==> src/design/mfvc_pkg.sv <==
package mfvc_pkg;

   localparam int MAX_OCTETS = 32;
   localparam int ADDR_W     = $clog2(MAX_OCTETS);
   localparam int CNT_W      = $clog2(MAX_OCTETS + 1);

   localparam logic [1:0] OP_LOAD_FIRST  = 2'd0;
   localparam logic [1:0] OP_LOAD_SECOND = 2'd1;
   localparam logic [1:0] OP_LOAD_MASK   = 2'd2;
   localparam logic [1:0] OP_COMPARE     = 2'd3;

   localparam logic signed [1:0] ORDER_FIRST  = -2'sd1;
   localparam logic signed [1:0] ORDER_EQUAL  = 2'sd0;
   localparam logic signed [1:0] ORDER_SECOND = 2'sd1;

   localparam logic [6:0] LOW_MASK = 7'h7F;

   typedef enum logic [2:0] {
      KIND_EQUAL,
      KIND_MORE_INFO,
      KIND_LONGER,
      KIND_NUMERIC,
      KIND_MALFORMED
   } kind_type;

   typedef enum logic [2:0] {
      WS_IDLE,
      WS_LOOP,
      WS_SKIP_FIRST,
      WS_SKIP_SECOND,
      WS_MASK_SKIP
   } walk_state_type;

   typedef logic [CNT_W-1:0]  count_type;
   typedef logic [ADDR_W-1:0] addr_type;

   typedef struct packed {
      count_type first;
      count_type second;
      count_type mask;
   } lens_type;

   typedef struct packed {
      addr_type first;
      addr_type second;
      addr_type mask;
   } rd_addr_type;

   typedef struct packed {
      logic [7:0] first;
      logic [7:0] second;
      logic [7:0] mask;
   } rd_data_type;

   typedef struct packed {
      logic              valid;
      logic signed [1:0] order;
      kind_type          kind;
   } verdict_type;

endpackage

==> src/design/masked_feature_vector_compare_core.sv <==
// channel   ports                            handshake
// request   req_opcode, req_octet            start & !busy
// response  rsp_order, rsp_kind, rsp_overflow rsp_valid, one cycle, no backpressure
//
// Loads may be issued back to back.
// A compare holds busy while it walks octet pairs, skips vector or mask octets,
// steps past group ends while mask octets remain and past group-end mismatches,
// and through the verdict (the deciding pair on a numeric difference).
// The result strobes in the same cycle that busy falls.
// Reset clears counts, overflow flag and the walker; buffer contents stay.
module masked_feature_vector_compare_core import mfvc_pkg::*; (
   input  logic              clock,
   input  logic              reset,
   input  logic              start,
   output logic              busy,
   input  logic [1:0]        req_opcode,
   input  logic [7:0]        req_octet,
   output logic              rsp_valid,
   output logic signed [1:0] rsp_order,
   output logic [2:0]        rsp_kind,
   output logic              rsp_overflow
);

   logic [7:0] first_mem  [MAX_OCTETS];
   logic [7:0] second_mem [MAX_OCTETS];
   logic [7:0] mask_mem   [MAX_OCTETS];

   count_type   first_count_ff, first_count_in;
   count_type   second_count_ff, second_count_in;
   count_type   mask_count_ff, mask_count_in;
   logic        overflow_ff, overflow_in;
   logic        rsp_valid_ff;
   logic signed [1:0] rsp_order_ff;
   kind_type    rsp_kind_ff;
   logic        rsp_overflow_ff;

   logic        accept, go;
   logic        wr_first, wr_second, wr_mask;
   logic        full_first, full_second, full_mask;
   lens_type    lens;
   rd_addr_type rd_addr;
   rd_data_type rd_data_ff;
   verdict_type verdict;

   assign accept      = start && !busy;
   assign go          = accept && (req_opcode == OP_COMPARE);
   assign full_first  = (first_count_ff == count_type'(MAX_OCTETS));
   assign full_second = (second_count_ff == count_type'(MAX_OCTETS));
   assign full_mask   = (mask_count_ff == count_type'(MAX_OCTETS));
   assign wr_first    = accept && (req_opcode == OP_LOAD_FIRST) && !full_first;
   assign wr_second   = accept && (req_opcode == OP_LOAD_SECOND) && !full_second;
   assign wr_mask     = accept && (req_opcode == OP_LOAD_MASK) && !full_mask;

   assign lens.first  = first_count_ff;
   assign lens.second = second_count_ff;
   assign lens.mask   = mask_count_ff;

   mfvc_walk u_walk (
      .clock   (clock),
      .reset   (reset),
      .go      (go),
      .lens    (lens),
      .rd_data (rd_data_ff),
      .rd_addr (rd_addr),
      .verdict (verdict),
      .busy    (busy)
   );

   always_ff @(posedge clock) begin
      if (wr_first)  first_mem[first_count_ff[ADDR_W-1:0]] <= req_octet;
      if (wr_second) second_mem[second_count_ff[ADDR_W-1:0]] <= req_octet;
      if (wr_mask)   mask_mem[mask_count_ff[ADDR_W-1:0]] <= req_octet;
      rd_data_ff.first  <= first_mem[rd_addr.first];
      rd_data_ff.second <= second_mem[rd_addr.second];
      rd_data_ff.mask   <= mask_mem[rd_addr.mask];
   end

   always_comb begin
      first_count_in  = first_count_ff;
      second_count_in = second_count_ff;
      mask_count_in   = mask_count_ff;
      overflow_in     = overflow_ff;
      if (wr_first)  first_count_in  = first_count_ff + count_type'(1);
      if (wr_second) second_count_in = second_count_ff + count_type'(1);
      if (wr_mask)   mask_count_in   = mask_count_ff + count_type'(1);
      // a load into a full buffer is dropped
      if (accept && req_opcode != OP_COMPARE && !wr_first && !wr_second && !wr_mask)
         overflow_in = 1'b1;
      if (verdict.valid) begin
         first_count_in  = '0;
         second_count_in = '0;
         mask_count_in   = '0;
         overflow_in     = 1'b0;
      end
   end

   always_ff @(posedge clock) begin
      if (reset) begin
         first_count_ff  <= '0;
         second_count_ff <= '0;
         mask_count_ff   <= '0;
         overflow_ff     <= 1'b0;
         rsp_valid_ff    <= 1'b0;
      end else begin
         first_count_ff  <= first_count_in;
         second_count_ff <= second_count_in;
         mask_count_ff   <= mask_count_in;
         overflow_ff     <= overflow_in;
         rsp_valid_ff    <= verdict.valid;
      end
   end

   always_ff @(posedge clock) begin
      if (verdict.valid) begin
         rsp_order_ff    <= verdict.order;
         rsp_kind_ff     <= verdict.kind;
         rsp_overflow_ff <= overflow_ff;
      end
   end

   assign rsp_valid    = rsp_valid_ff;
   assign rsp_order    = rsp_order_ff;
   assign rsp_kind     = rsp_kind_ff;
   assign rsp_overflow = rsp_overflow_ff;

endmodule

==> src/design/mfvc_walk.sv <==
module mfvc_walk import mfvc_pkg::*; (
   input  logic        clock,
   input  logic        reset,
   input  logic        go,
   input  lens_type    lens,
   input  rd_data_type rd_data,
   output rd_addr_type rd_addr,
   output verdict_type verdict,
   output logic        busy
);

   walk_state_type    state_ff, state_in;
   count_type         i_ff, i_in, j_ff, j_in, m_ff, m_in;
   count_type         l1_ff, l1_in, l2_ff, l2_in, ml_ff, ml_in;
   logic signed [1:0] diff_ff, diff_in;
   logic              mskip_ff, mskip_in;

   logic       a_end, b_end, mk_end;
   logic       mask_left, loop_end, num_hit, end_mis, adv;
   logic [6:0] key, a_key, b_key;

   assign a_end     = rd_data.first[7];
   assign b_end     = rd_data.second[7];
   assign mk_end    = rd_data.mask[7];
   assign mask_left = (ml_ff != '0);
   assign loop_end  = (l1_ff == '0) || (l2_ff == '0);
   // an empty mask compares all seven low bits
   assign key       = mask_left ? rd_data.mask[6:0] : LOW_MASK;
   assign a_key     = rd_data.first[6:0] & key;
   assign b_key     = rd_data.second[6:0] & key;
   assign num_hit   = !mskip_ff && (a_key != b_key);
   assign end_mis   = a_end ^ b_end;

   assign busy = (state_ff != WS_IDLE);

   // reads always target the next index, so data lines up with the held index
   assign rd_addr.first  = i_in[ADDR_W-1:0];
   assign rd_addr.second = j_in[ADDR_W-1:0];
   assign rd_addr.mask   = m_in[ADDR_W-1:0];

   always_comb begin
      state_in = state_ff;
      case (state_ff)
         WS_IDLE: begin
            if (go) state_in = WS_LOOP;
         end
         WS_LOOP: begin
            if (loop_end || num_hit) state_in = WS_IDLE;
            else if (end_mis) state_in = a_end ? WS_SKIP_SECOND : WS_SKIP_FIRST;
            else if (a_end && mask_left) state_in = WS_MASK_SKIP;
         end
         WS_SKIP_SECOND: begin
            if (l2_ff != '0 && !b_end) state_in = WS_SKIP_SECOND;
            else if (l2_ff == '0) state_in = WS_IDLE;
            else if (mask_left) state_in = WS_MASK_SKIP;
            else state_in = WS_LOOP;
         end
         WS_SKIP_FIRST: begin
            if (l1_ff != '0 && !a_end) state_in = WS_SKIP_FIRST;
            else if (l1_ff == '0) state_in = WS_IDLE;
            else if (mask_left) state_in = WS_MASK_SKIP;
            else state_in = WS_LOOP;
         end
         WS_MASK_SKIP: begin
            if (mask_left && !mk_end) state_in = WS_MASK_SKIP;
            else state_in = WS_LOOP;
         end
         default: state_in = WS_IDLE;
      endcase
   end

   always_comb begin
      i_in          = i_ff;
      j_in          = j_ff;
      m_in          = m_ff;
      l1_in         = l1_ff;
      l2_in         = l2_ff;
      ml_in         = ml_ff;
      diff_in       = diff_ff;
      mskip_in      = mskip_ff;
      adv           = 1'b0;
      verdict.valid = 1'b0;
      verdict.order = ORDER_EQUAL;
      verdict.kind  = KIND_EQUAL;
      case (state_ff)
         WS_IDLE: begin
            if (go) begin
               i_in     = '0;
               j_in     = '0;
               m_in     = '0;
               l1_in    = lens.first;
               l2_in    = lens.second;
               ml_in    = lens.mask;
               diff_in  = ORDER_EQUAL;
               mskip_in = 1'b0;
            end
         end
         WS_LOOP: begin
            if (loop_end) begin
               verdict.valid = 1'b1;
               if (l1_ff != '0) begin
                  verdict.order = ORDER_SECOND;
                  verdict.kind  = KIND_LONGER;
               end else if (l2_ff != '0) begin
                  verdict.order = ORDER_FIRST;
                  verdict.kind  = KIND_LONGER;
               end else begin
                  verdict.order = diff_ff;
                  verdict.kind  = (diff_ff == ORDER_EQUAL) ? KIND_EQUAL : KIND_MORE_INFO;
               end
            end else if (num_hit) begin
               verdict.valid = 1'b1;
               verdict.order = (a_key > b_key) ? ORDER_FIRST : ORDER_SECOND;
               verdict.kind  = KIND_NUMERIC;
            end else if (end_mis) begin
               // first group-end mismatch decides the tie
               if (diff_ff == ORDER_EQUAL) diff_in = a_end ? ORDER_FIRST : ORDER_SECOND;
            end else if (!(a_end && mask_left)) begin
               if (mask_left && mk_end) mskip_in = 1'b1;
               adv = 1'b1;
            end
         end
         WS_SKIP_SECOND: begin
            if (l2_ff != '0 && !b_end) begin
               j_in  = j_ff + count_type'(1);
               l2_in = l2_ff - count_type'(1);
            end else if (l2_ff == '0) begin
               verdict.valid = 1'b1;
               verdict.order = ORDER_FIRST;
               verdict.kind  = KIND_MALFORMED;
            end else if (!mask_left) begin
               adv = 1'b1;
            end
         end
         WS_SKIP_FIRST: begin
            if (l1_ff != '0 && !a_end) begin
               i_in  = i_ff + count_type'(1);
               l1_in = l1_ff - count_type'(1);
            end else if (l1_ff == '0) begin
               verdict.valid = 1'b1;
               verdict.order = ORDER_SECOND;
               verdict.kind  = KIND_MALFORMED;
            end else if (!mask_left) begin
               adv = 1'b1;
            end
         end
         WS_MASK_SKIP: begin
            if (mask_left && !mk_end) begin
               m_in  = m_ff + count_type'(1);
               ml_in = ml_ff - count_type'(1);
            end else begin
               // step past the mask group end
               if (mask_left) begin
                  m_in     = m_ff + count_type'(1);
                  ml_in    = ml_ff - count_type'(1);
                  mskip_in = (ml_ff == count_type'(1));
               end else begin
                  mskip_in = 1'b1;
               end
               adv = 1'b1;
            end
         end
         default: ;
      endcase
      if (adv) begin
         l1_in = l1_ff - count_type'(1);
         l2_in = l2_ff - count_type'(1);
         if (l1_ff != count_type'(1)) i_in = i_ff + count_type'(1);
         if (l2_ff != count_type'(1)) j_in = j_ff + count_type'(1);
      end
   end

   always_ff @(posedge clock) begin
      if (reset) begin
         state_ff <= WS_IDLE;
      end else begin
         state_ff <= state_in;
      end
   end

   always_ff @(posedge clock) begin
      i_ff     <= i_in;
      j_ff     <= j_in;
      m_ff     <= m_in;
      l1_ff    <= l1_in;
      l2_ff    <= l2_in;
      ml_ff    <= ml_in;
      diff_ff  <= diff_in;
      mskip_ff <= mskip_in;
   end

endmodule

==> config.mk <==
export PLATFORM = sky130hd
export DESIGN_NAME = masked_feature_vector_compare_core
export DESIGN_NICKNAME = d
export VERILOG_FILES = /design/src/design/mfvc_pkg.sv /design/src/design/masked_feature_vector_compare_core.sv /design/src/design/mfvc_walk.sv
export SDC_FILE = /design/constraint.sdc
export NUM_CORES = 1
export LEC_CHECK = 0
export ABC_AREA = 1
export ABC_CLOCK_PERIOD_IN_PS = 4800
export BUFFER_PORTS_ARGS = -buffer_cell sky130_fd_sc_hd__buf_2
export CORE_ASPECT_RATIO = 1.1
export CORE_MARGIN = 2
export CORE_UTILIZATION = 45
export CTS_CLUSTER_DIAMETER = 60
export DETAILED_ROUTE_END_ITERATION = 8
export PLACE_DENSITY = 0.67
export SETUP_SLACK_MARGIN = 0.02
export SLEW_MARGIN = 20
export SYNTH_ARGS = -nofsm -noshare
export SYNTH_HDL_FRONTEND = slang
export SYNTH_SLANG_ARGS = --single-unit
==> constraint.sdc <==
create_clock -name clock -period 4.8 [get_ports clock]
set_clock_uncertainty 0.15 [all_clocks]
set_input_delay 0.48 -clock clock [delete_from_list [all_inputs] [get_ports clock]]
set_output_delay 0.48 -clock clock [all_outputs]
set_load 0.005 [all_outputs]
==> impl_results.md, run 1 <==
* Outcome: complete, no violations
* Critical-path maximum fanout at 35
* Clock sinks at 857
* Hold Path Depth at 4
* RR Endpoint: rd_data_ff[22]
* Post-synth top area share at 64.55%
* Crit path time final at 4.366 ns
* Final wirelength at 93.05 mm
* Clock buffer depth at 3
* Post-DRT Antenna Nets at 0
* Worst slew pin tran at 1.018 ns
* Crit end category: register
* Post-synth EDFFs at 795
* Starting density of the core at 45.32%
* DR iter-0 viols at 2728
* Vias at 24550
* HP Class: in -> reg
* Maxcap violations at 0
* Clk pin slew, worst setup/hold paths at 0.06 ns
* Share of layout cells above drive strength 1 at 7.805%
* Clk network pwr share at 37.6%
* Hold Crit Start: req_opcode[0]
* Number of I/O port buffers at 20
* Vias in the first global route at 23750
* Synth cell count leaders: edfxtp_1, nand2_1, nand3_1
* DIE WIDTH at 277.3 um
* Reg2Reg Setup Slack at 0.43 ns
* Endpoints failing setup at 0
* ANT cells at 0
* Sequential fraction of the synthesis area at 67.90%
* Peak VDD IR at 314.8 uV
* Synth warnings at 0
* Largest net degree at the start of global routing at 121
* Syn Nets at 3341
* GRT Util Overall at 21.85%
* Slew margin rel. at 31.90%
* Worst R2R Path Depth at 23
* Reg power frac at 45.8%
* Yosys reg bits at 857
* CP Data Arrival Time at 4.82 ns
* Switching pwr at 5.235 mW
* Count leader, synth: edfxtp_1
* Ys flop type: edfxtp_1
* FILL cells at 7143
* Req. time, crit path at 5.26 ns
* Tcrit/Tclk final at 90.95%
* Final Non-Filler Cells at 4408
* Hold Vio Cnt, Final at 0
* First-pass GRT wire length at 142.5 mm
* Synth async-reset ratio at 0%
* RSZ-0062 raised after global routing: no
* Clock Latency Late Sink at 0.66 ns
* Worst r2r src: u_walk.ml_ff[0]
* Total CTS buffers at 86
* Post-route DRC at 0
* Via/cell ratio at 5.569
* Remaining Overflow, GRT at 0
* Final Hold Slack at 0.1328 ns
* Initial antenna violation count at 2
* Power share of the combinational group at 16.6%
* Post-Syn Area at 36990 um2
* Net Sw Frac at 28.28%
* Pleak at 14.99 nW
* Power Dens Cells at 452.0 nW/um2
* H-tree levels at 3
* Die area at 84500 um2
* Area leader, netlist: edfxtp_1
* Placed cells at 4245
* WS Path Type: reg -> reg
* CTS tree: yes
* Nets at 3312
* Root Buffer: clkbuf_16
* Fmax at 229.1 MHz
* Pins over their slew limit at 0
* Area Growth Syn to Fin at 10.71%
* CP Launch Type: register
* Worst Hold End: overflow_ff
* Tot Pwr at 18.51 mW
* Post-DP Area at 38020 um2
* Gpl congestion at 0.8865
* CORE AREA at 81620 um2
* Setup Fix Bufs, Post-CTS at 0
* Internal cell power at 13.27 mW
* Row count at 110
* Post-layout instance area at 40950 um2
* Synthesized instance count at 3299
* Cell variety after synth at 50
* Num ports at 21
* Synthesized area per cell at 11.21 um2
* Wirelength per Cell at 21.11 um
* Post-Route Setup TNS at 0 ns
* Top post-synthesis cells by area: edfxtp_1, nand2_1, nand3_1, dfxtp_1, nor2_1
* Post-DP HPWL at 55.05 mm
* Router iterations before antenna repair at 6
* Die Y at 304.7 um
[cell families (layout without fill, tap and decap cells)]
kind of cell / Yosys count / count (layout) / synth area share [%]
simple gates: 1687 / 1687 / 20.76
flops: 857 / 857 / 67.90
buf+inv: 418 / 463 / 4.953
compound gates: 288 / 288 / 4.926
fa+ha+maj: 29 / 29 / 0.9811
xor+xnor: 19 / 19 / 0.4499
mux: 1 / 1 / 0.02706
[stage by stage]
| step | util [%] | worst slack [ns] |
|---|---|---|
| after CTS | 50.17 | 0.3103 |
| after global routing | 50.17 | 0.1025 |
| after global placement | 46.57 | 0.4264 |
| after detailed placement | 46.58 | 0.3405 |
| after floorplan | - | 1.341 |
| final | 50.17 | 0.4344 |
[power by group through the flow]
stage | sequential (mW) | clock (mW) | combinational, mW
2_1_floorplan | 8.54 | 0 | 2.19
3_3_place_gp | 8.64 | 0 | 3.04
3_5_place_dp | 8.63 | 0 | 3.06
4_1_cts | 8.48 | 7.05 | 3.08
5_1_grt | 8.49 | 7.34 | 3.45
6_report | 8.48 | 6.96 | 3.07
[routing by layer]
layer  GRT usage, %  up-vias  routed length, um
met5              0        -                 13
met4          7.710        2               2487
met3          3.726      156               6856
met2          36.00      963              45120
met1          29.26    11930              38570
li1               -    11500                  -
[sequential cells by signal (all words and copies together), names as in the netlist]
| signal | count |
|---|---|
| first_count_ff | 6 |
| first_mem | 256 |
| mask_count_ff | 6 |
| mask_mem | 256 |
| overflow_ff | 1 |
| rd_data_ff | 24 |
| rsp_kind | 3 |
| rsp_order | 2 |
| rsp_overflow | 1 |
| rsp_valid | 1 |
| second_count_ff | 6 |
| second_mem | 256 |
| u_walk.diff_ff | 2 |
| u_walk.i_ff | 5 |
| u_walk.j_ff | 5 |
| u_walk.l1_ff | 6 |
| u_walk.l2_ff | 6 |
| u_walk.m_ff | 5 |
| u_walk.ml_ff | 6 |
| u_walk.mskip_ff | 1 |
| u_walk.state_ff | 3 |
[repair_timing]
action	in CTS	in global routing
endpoints found under the hold margin	3	0
endpoints found under the setup margin	0	6
hold buffers	1	0
resized for setup	0	1
[cell usage in the layout, fill, tap and decap left out, drive strengths merged, types with 2 or more instances in the layout]
master	netlist	final
edfxtp	795	795
nand2	747	747
nand3	530	530
nor2	265	265
inv	235	239
o21ai	161	161
nand3b	112	112
clkbuf	51	109
o221ai	64	64
buf	130	63
dfxtp	62	62
clkinv	2	36
ha	29	29
a21oi	26	26
o21a	17	17
xnor2	13	13
nor3	13	13
bufinv	0	12
nand4	12	12
xor2	6	6
a32oi	3	3
a31oi	3	3
o21ba	3	3
nor3b	3	3
clkinvlp	0	3
and2	2	2
nor4	2	2
o31ai	2	2
a311oi	2	2
[how the worst max path moves through the flow]
stage                          startpoint                to  slack [ns]  cells past startpoint
after floorplan           u_walk.ml_ff[0]  mask_count_ff[5]        1.34                     20
after global placement    u_walk.ml_ff[0]    rd_data_ff[19]        0.43                     22
after detailed placement  u_walk.ml_ff[0]    rd_data_ff[19]        0.34                     22
after CTS                 u_walk.ml_ff[0]    rd_data_ff[19]        0.31                     23
after global routing      u_walk.ml_ff[1]    rd_data_ff[18]        0.10                     23
final                     u_walk.ml_ff[0]    rd_data_ff[22]        0.43                     23
[critical path, cell delays in order, from the launching register on]
cell	delay, ns
edfxtp_1	0.41
inv_1	0.10
ha_1	0.27
nand3_4	0.16
inv_2	0.25
o21ai_0	0.12
ha_1	0.32
nand2_1	0.07
nor2_1	0.09
nand2_1	0.07
nand2_1	0.15
nand4_4	0.14
nand3_4	0.18
nand2_4	0.12
nand2_4	0.11
nand2_2	0.07
nand2_4	0.36
buf_4	0.46
nand3_1	0.16
nand3_1	0.16
nand3_1	0.11
nand2_1	0.09
nand2_1	0.05
nand2_1	0.08
[cell type report]
cell class | count | area [um2] | share of cell area, %
Clock buffer | 109 | 2290 | 5.592
Sequential cell | 857 | 25110 | 61.34
Tap cell | 1064 | 1331 | 3.251
Timing Repair Buffer | 64 | 578.1 | 1.412
Multi-Input combinational cell | 2024 | 10110 | 24.68
Clock inverter | 53 | 626.9 | 1.531
Inverter | 237 | 898.4 | 2.194
No activity file was read; power rests on OpenSTA's default activity.
==> run 2, diff against run 1 <==
--- a/config.mk
+++ b/config.mk
@@ -5,8 +5,8 @@
 export SDC_FILE = /design/constraint.sdc
 export NUM_CORES = 1
 export LEC_CHECK = 0
-export ABC_AREA = 1
-export ABC_CLOCK_PERIOD_IN_PS = 4800
+export ABC_AREA = 0
+export ABC_CLOCK_PERIOD_IN_PS = 5400
 export BUFFER_PORTS_ARGS = -buffer_cell sky130_fd_sc_hd__buf_2
 export CORE_ASPECT_RATIO = 1.1
 export CORE_MARGIN = 2
==> constraint.sdc (replaced) <==
create_clock -name clock -period 5.4 [get_ports clock]
set_clock_uncertainty 0.15 [all_clocks]
set_input_delay 0.54 -clock clock [delete_from_list [all_inputs] [get_ports clock]]
set_output_delay 0.54 -clock clock [all_outputs]
set_load 0.005 [all_outputs]
==> run 2 against run 1 <==
Hold slack better by 0.047 ns. Via count rose by 20%. Clock-buffer cell count increased by 4. Synthesized cell count rose by 6.0%. Power decreased by 0.76%. First-iteration DRC count up 24%. Clock power is 14% lower. Core utilization barely moved. Critical path type unchanged. Largest cell class unchanged. Highest routed layer unchanged.
==> impl_results.md, run 2 <==
* Synthesized area per cell at 11.80 um2 (+5.2%)
* Post-DRT Antenna Nets at 0 (unchanged)
* WS Path Type: reg -> reg
* Post-synth EDFFs at 795 (unchanged)
* Endpoints failing setup at 0 (unchanged)
* Die Y at 321.6 um (+5.5%)
* Row count at 116 (+5.5%)
* Critical-path maximum fanout at 21 (-40%)
* Pins over their slew limit at 0 (unchanged)
* Crit end category: register
* Die area at 94130 um2 (+11%)
* Outcome: complete, no violations
* Maxcap violations at 0 (unchanged)
* Reg2Reg Setup Slack at 0.26 ns (-0.17 ns)
* Fmax at 194.6 MHz (-15%)
* Synth warnings at 0 (unchanged)
* Hold Path Depth at 5 (+1)
* Post-Route Setup TNS at 0 ns (unchanged)
* Via/cell ratio at 6.309 (+13%)
* Area leader, netlist: edfxtp_1
* CORE AREA at 90860 um2 (+11%)
* Hold Crit Start: req_opcode[0]
* M1 GR Usage at 30.77% (+1.5 points)
* Met2 GRT Util at 38.24% (+2.2 points)
* Nets at 3465 (+4.6%)
* Final Hold Slack at 0.1798 ns (+0.04700 ns)
* CTS tree: yes
* Clk pin slew, worst setup/hold paths at 0.06 ns (about the same)
* Post-DP HPWL at 65.24 mm (+19%)
* Initial antenna violation count at 7 (+5)
* Largest net degree at the start of global routing at 198 (+64%)
* Syn Nets at 3540 (+6.0%)
* Top post-synthesis cells by area: edfxtp_1, nand2_1, mux2i_1, dfxtp_1, nor2_1
* Cell variety after synth at 100 (+100%)
* RR Endpoint: rd_data_ff[15]
* Worst slew pin tran at 1.027 ns (+0.009002 ns)
* Remaining Overflow, GRT at 0 (unchanged)
* Yosys reg bits at 857 (unchanged)
* CP Data Arrival Time at 5.56 ns (+0.74 ns)
* Count leader, synth: edfxtp_1
* Worst Hold End: first_count_ff[4]
* CP Launch Type: register
* GR Util met3 at 3.795% (+0.070 points)
* Share of layout cells above drive strength 1 at 10.97% (+3.2 points)
* Post-Syn Area at 41260 um2 (+12%)
* H-tree levels at 3 (unchanged)
* Synth cell count leaders: edfxtp_1, nand2_1, nor2_1
* Crit path time final at 5.139 ns (+0.7731 ns)
* Worst r2r src: u_walk.ml_ff[0]
* Wirelength per Cell at 23.76 um (+13%)
* Total CTS buffers at 86 (unchanged)
* Peak VDD IR at 265.2 uV (-16%)
* Area Growth Syn to Fin at 10.48%
* Vias in the first global route at 27980 (+18%)
* Clock sinks at 857 (unchanged)
* Final wirelength at 111.1 mm (+19%)
* Root Buffer: clkbuf_16
* RSZ-0062 raised after global routing: no
* Slew margin rel. at 31.55% (-0.35 points)
* Commonest cells after routing, fill and taps aside: edfxtp_1, nand2_1, nor2_1
* First-pass GRT wire length at 168.5 mm (+18%)
* Pleak at 15.16 nW (+1.2%)
* Num ports at 21 (unchanged)
* Ys flop type: edfxtp_1
* DIE WIDTH at 292.7 um (+5.5%)
* Post-route DRC at 0 (unchanged)
* Power Dens Cells at 403.0 nW/um2 (-11%)
* Hold Vio Cnt, Final at 0 (unchanged)
* Clock buffer depth at 3 (unchanged)
* Tcrit/Tclk final at 95.16% (+4.2 points)
* HP Class: in -> reg
* Post-synth top area share at 57.86% (-6.7 points)
* Synth async-reset ratio at 0% (unchanged)
* Most common cell after layout, fill and taps aside: edfxtp_1
* Router iterations before antenna repair at 6 (unchanged)
* Gr busiest metal: met2
* Vias at 29490 (+20%)
* Synthesized instance count at 3498 (+6.0%)
* Clock Latency Late Sink at 0.68 ns (+0.02 ns)
* Req. time, crit path at 5.82 ns (+0.56 ns)
* DR iter-0 viols at 3374 (+24%)
* Worst R2R Path Depth at 17 (-26%)
* Sequential fraction of the synthesis area at 60.87% (-7.0 points)
* Number of I/O port buffers at 20 (unchanged)
* Gpl congestion at 0.8841 (-0.27%)
* Tot Pwr at 18.37 mW (-0.76%)
* GRT Util Overall at 23.17% (+1.3 points)
* Starting density of the core at 45.41% (+0.095 points)
-- run 2: changes by cell type after synthesis, sizes merged, moves of 56 or more --
cell,change
mux2i,+192
a31oi,+65
nand3b,-102
inv,-204
nor3,+151
o32ai,+57
clkbuf,+151
nand2,-198
mux2,+56
o211ai,+110
nand3,-472
and3,+82
-- run 2: timing repair --
| item | 4_1_cts | 5_1_grt |
|---|---|---|
| hold endpoints to repair | 3 | 0 |
| buffers inserted | 0 | 2 |
| hold buffers | 1 | 0 |
| gates resized for setup | 0 | 4 |
| setup endpoints to repair | 0 | 16 |
-- run 2: cells by family (layout without fill, tap and decap cells) --
group / Yosys count / count (layout) / share of synthesized area (%)
AO/OA/AOI/OAI: 844 / 844 / 14.97
XOR/XNOR: 27 / 27 / 0.5914
adder cells (fa/ha/maj): 29 / 29 / 0.8794
buffers and inverters: 314 / 308 / 3.193
flip-flops: 857 / 857 / 60.87
multiplexers: 264 / 264 / 7.029
other: 0 / 3 / 0
AND/OR/NAND/NOR: 1163 / 1163 / 12.47
-- run 2: metrics by stage --
stage	worst slack (ns)	utilization, %	cell area, um2	std cells
6_report	0.2613	50.17	45580	4675
5_1_grt	0.04199	50.16	45580	4672
4_1_cts	0.06722	50.13	45540	4670
3_5_place_dp	0.09250	47.03	42730	4512
3_3_place_gp	0.1792	47.02	42720	4512
2_1_floorplan	0.4048	-	41260	3498
-- run 2: final cells by class --
| class | instances | area [um2] |
|---|---|---|
| flip-flops and latches | 857 | 25120 |
| fillers | 7800 | 45270 |
| inverters | 31 | 121.4 |
| repair buffers | 120 | 1102 |
| clock inverters | 44 | 460.4 |
| clock buffers | 113 | 2346 |
| well taps | 1180 | 1476 |
| multi-input cells | 2327 | 14950 |
| diodes | 3 | 7.507 |
-- run 2: per-layer routing --
layer  share of wire (%)  wire length, um  up-vias
li1                    -                -    13350
met1                  41            45100    14550
met2                  48            52990     1346
met3                 8.3             9206      247
met4                 3.4             3766        4
met5               0.020               22        -
-- run 2: critical path, stage by stage, from the launching register on --
cell and delay (ns):
edfxtp_1 0.43, inv_1 0.09, ha_1 0.16, or3b_2 0.47, nor2_1 0.10, buf_4 0.20, o21ai_0 0.10, ha_1 0.31
and4_1 0.21, a41oi_2 0.21, a2111o_1 0.48, a21o_1 0.26, a32oi_4 0.33, buf_4 0.35, nand3_1 0.38, o2bb2ai_1 0.37
a21oi_1 0.15, a221oi_2 0.28
-- run 2: worst max-delay path by stage --
stage	from	endpoint	slack (ns)	cells after the start
floorplan	u_walk.ml_ff[0]	rd_data_ff[14]	0.40	20
global placement	u_walk.ml_ff[0]	rd_data_ff[11]	0.18	18
CTS	u_walk.ml_ff[0]	rd_data_ff[15]	0.07	18
finish	u_walk.ml_ff[0]	rd_data_ff[15]	0.26	17
detailed placement	u_walk.ml_ff[0]	rd_data_ff[15]	0.09	18
global route	u_walk.ml_ff[0]	rd_data_ff[13]	0.04	18
-- run 2: power breakdown --
part	internal, mW	total [mW]	leakage [nW]	switching (mW)
sequential	7.40	7.60	7.67	0.202
combinational	1.87	4.79	6.14	2.92
clock	3.41	5.97	1.36	2.57
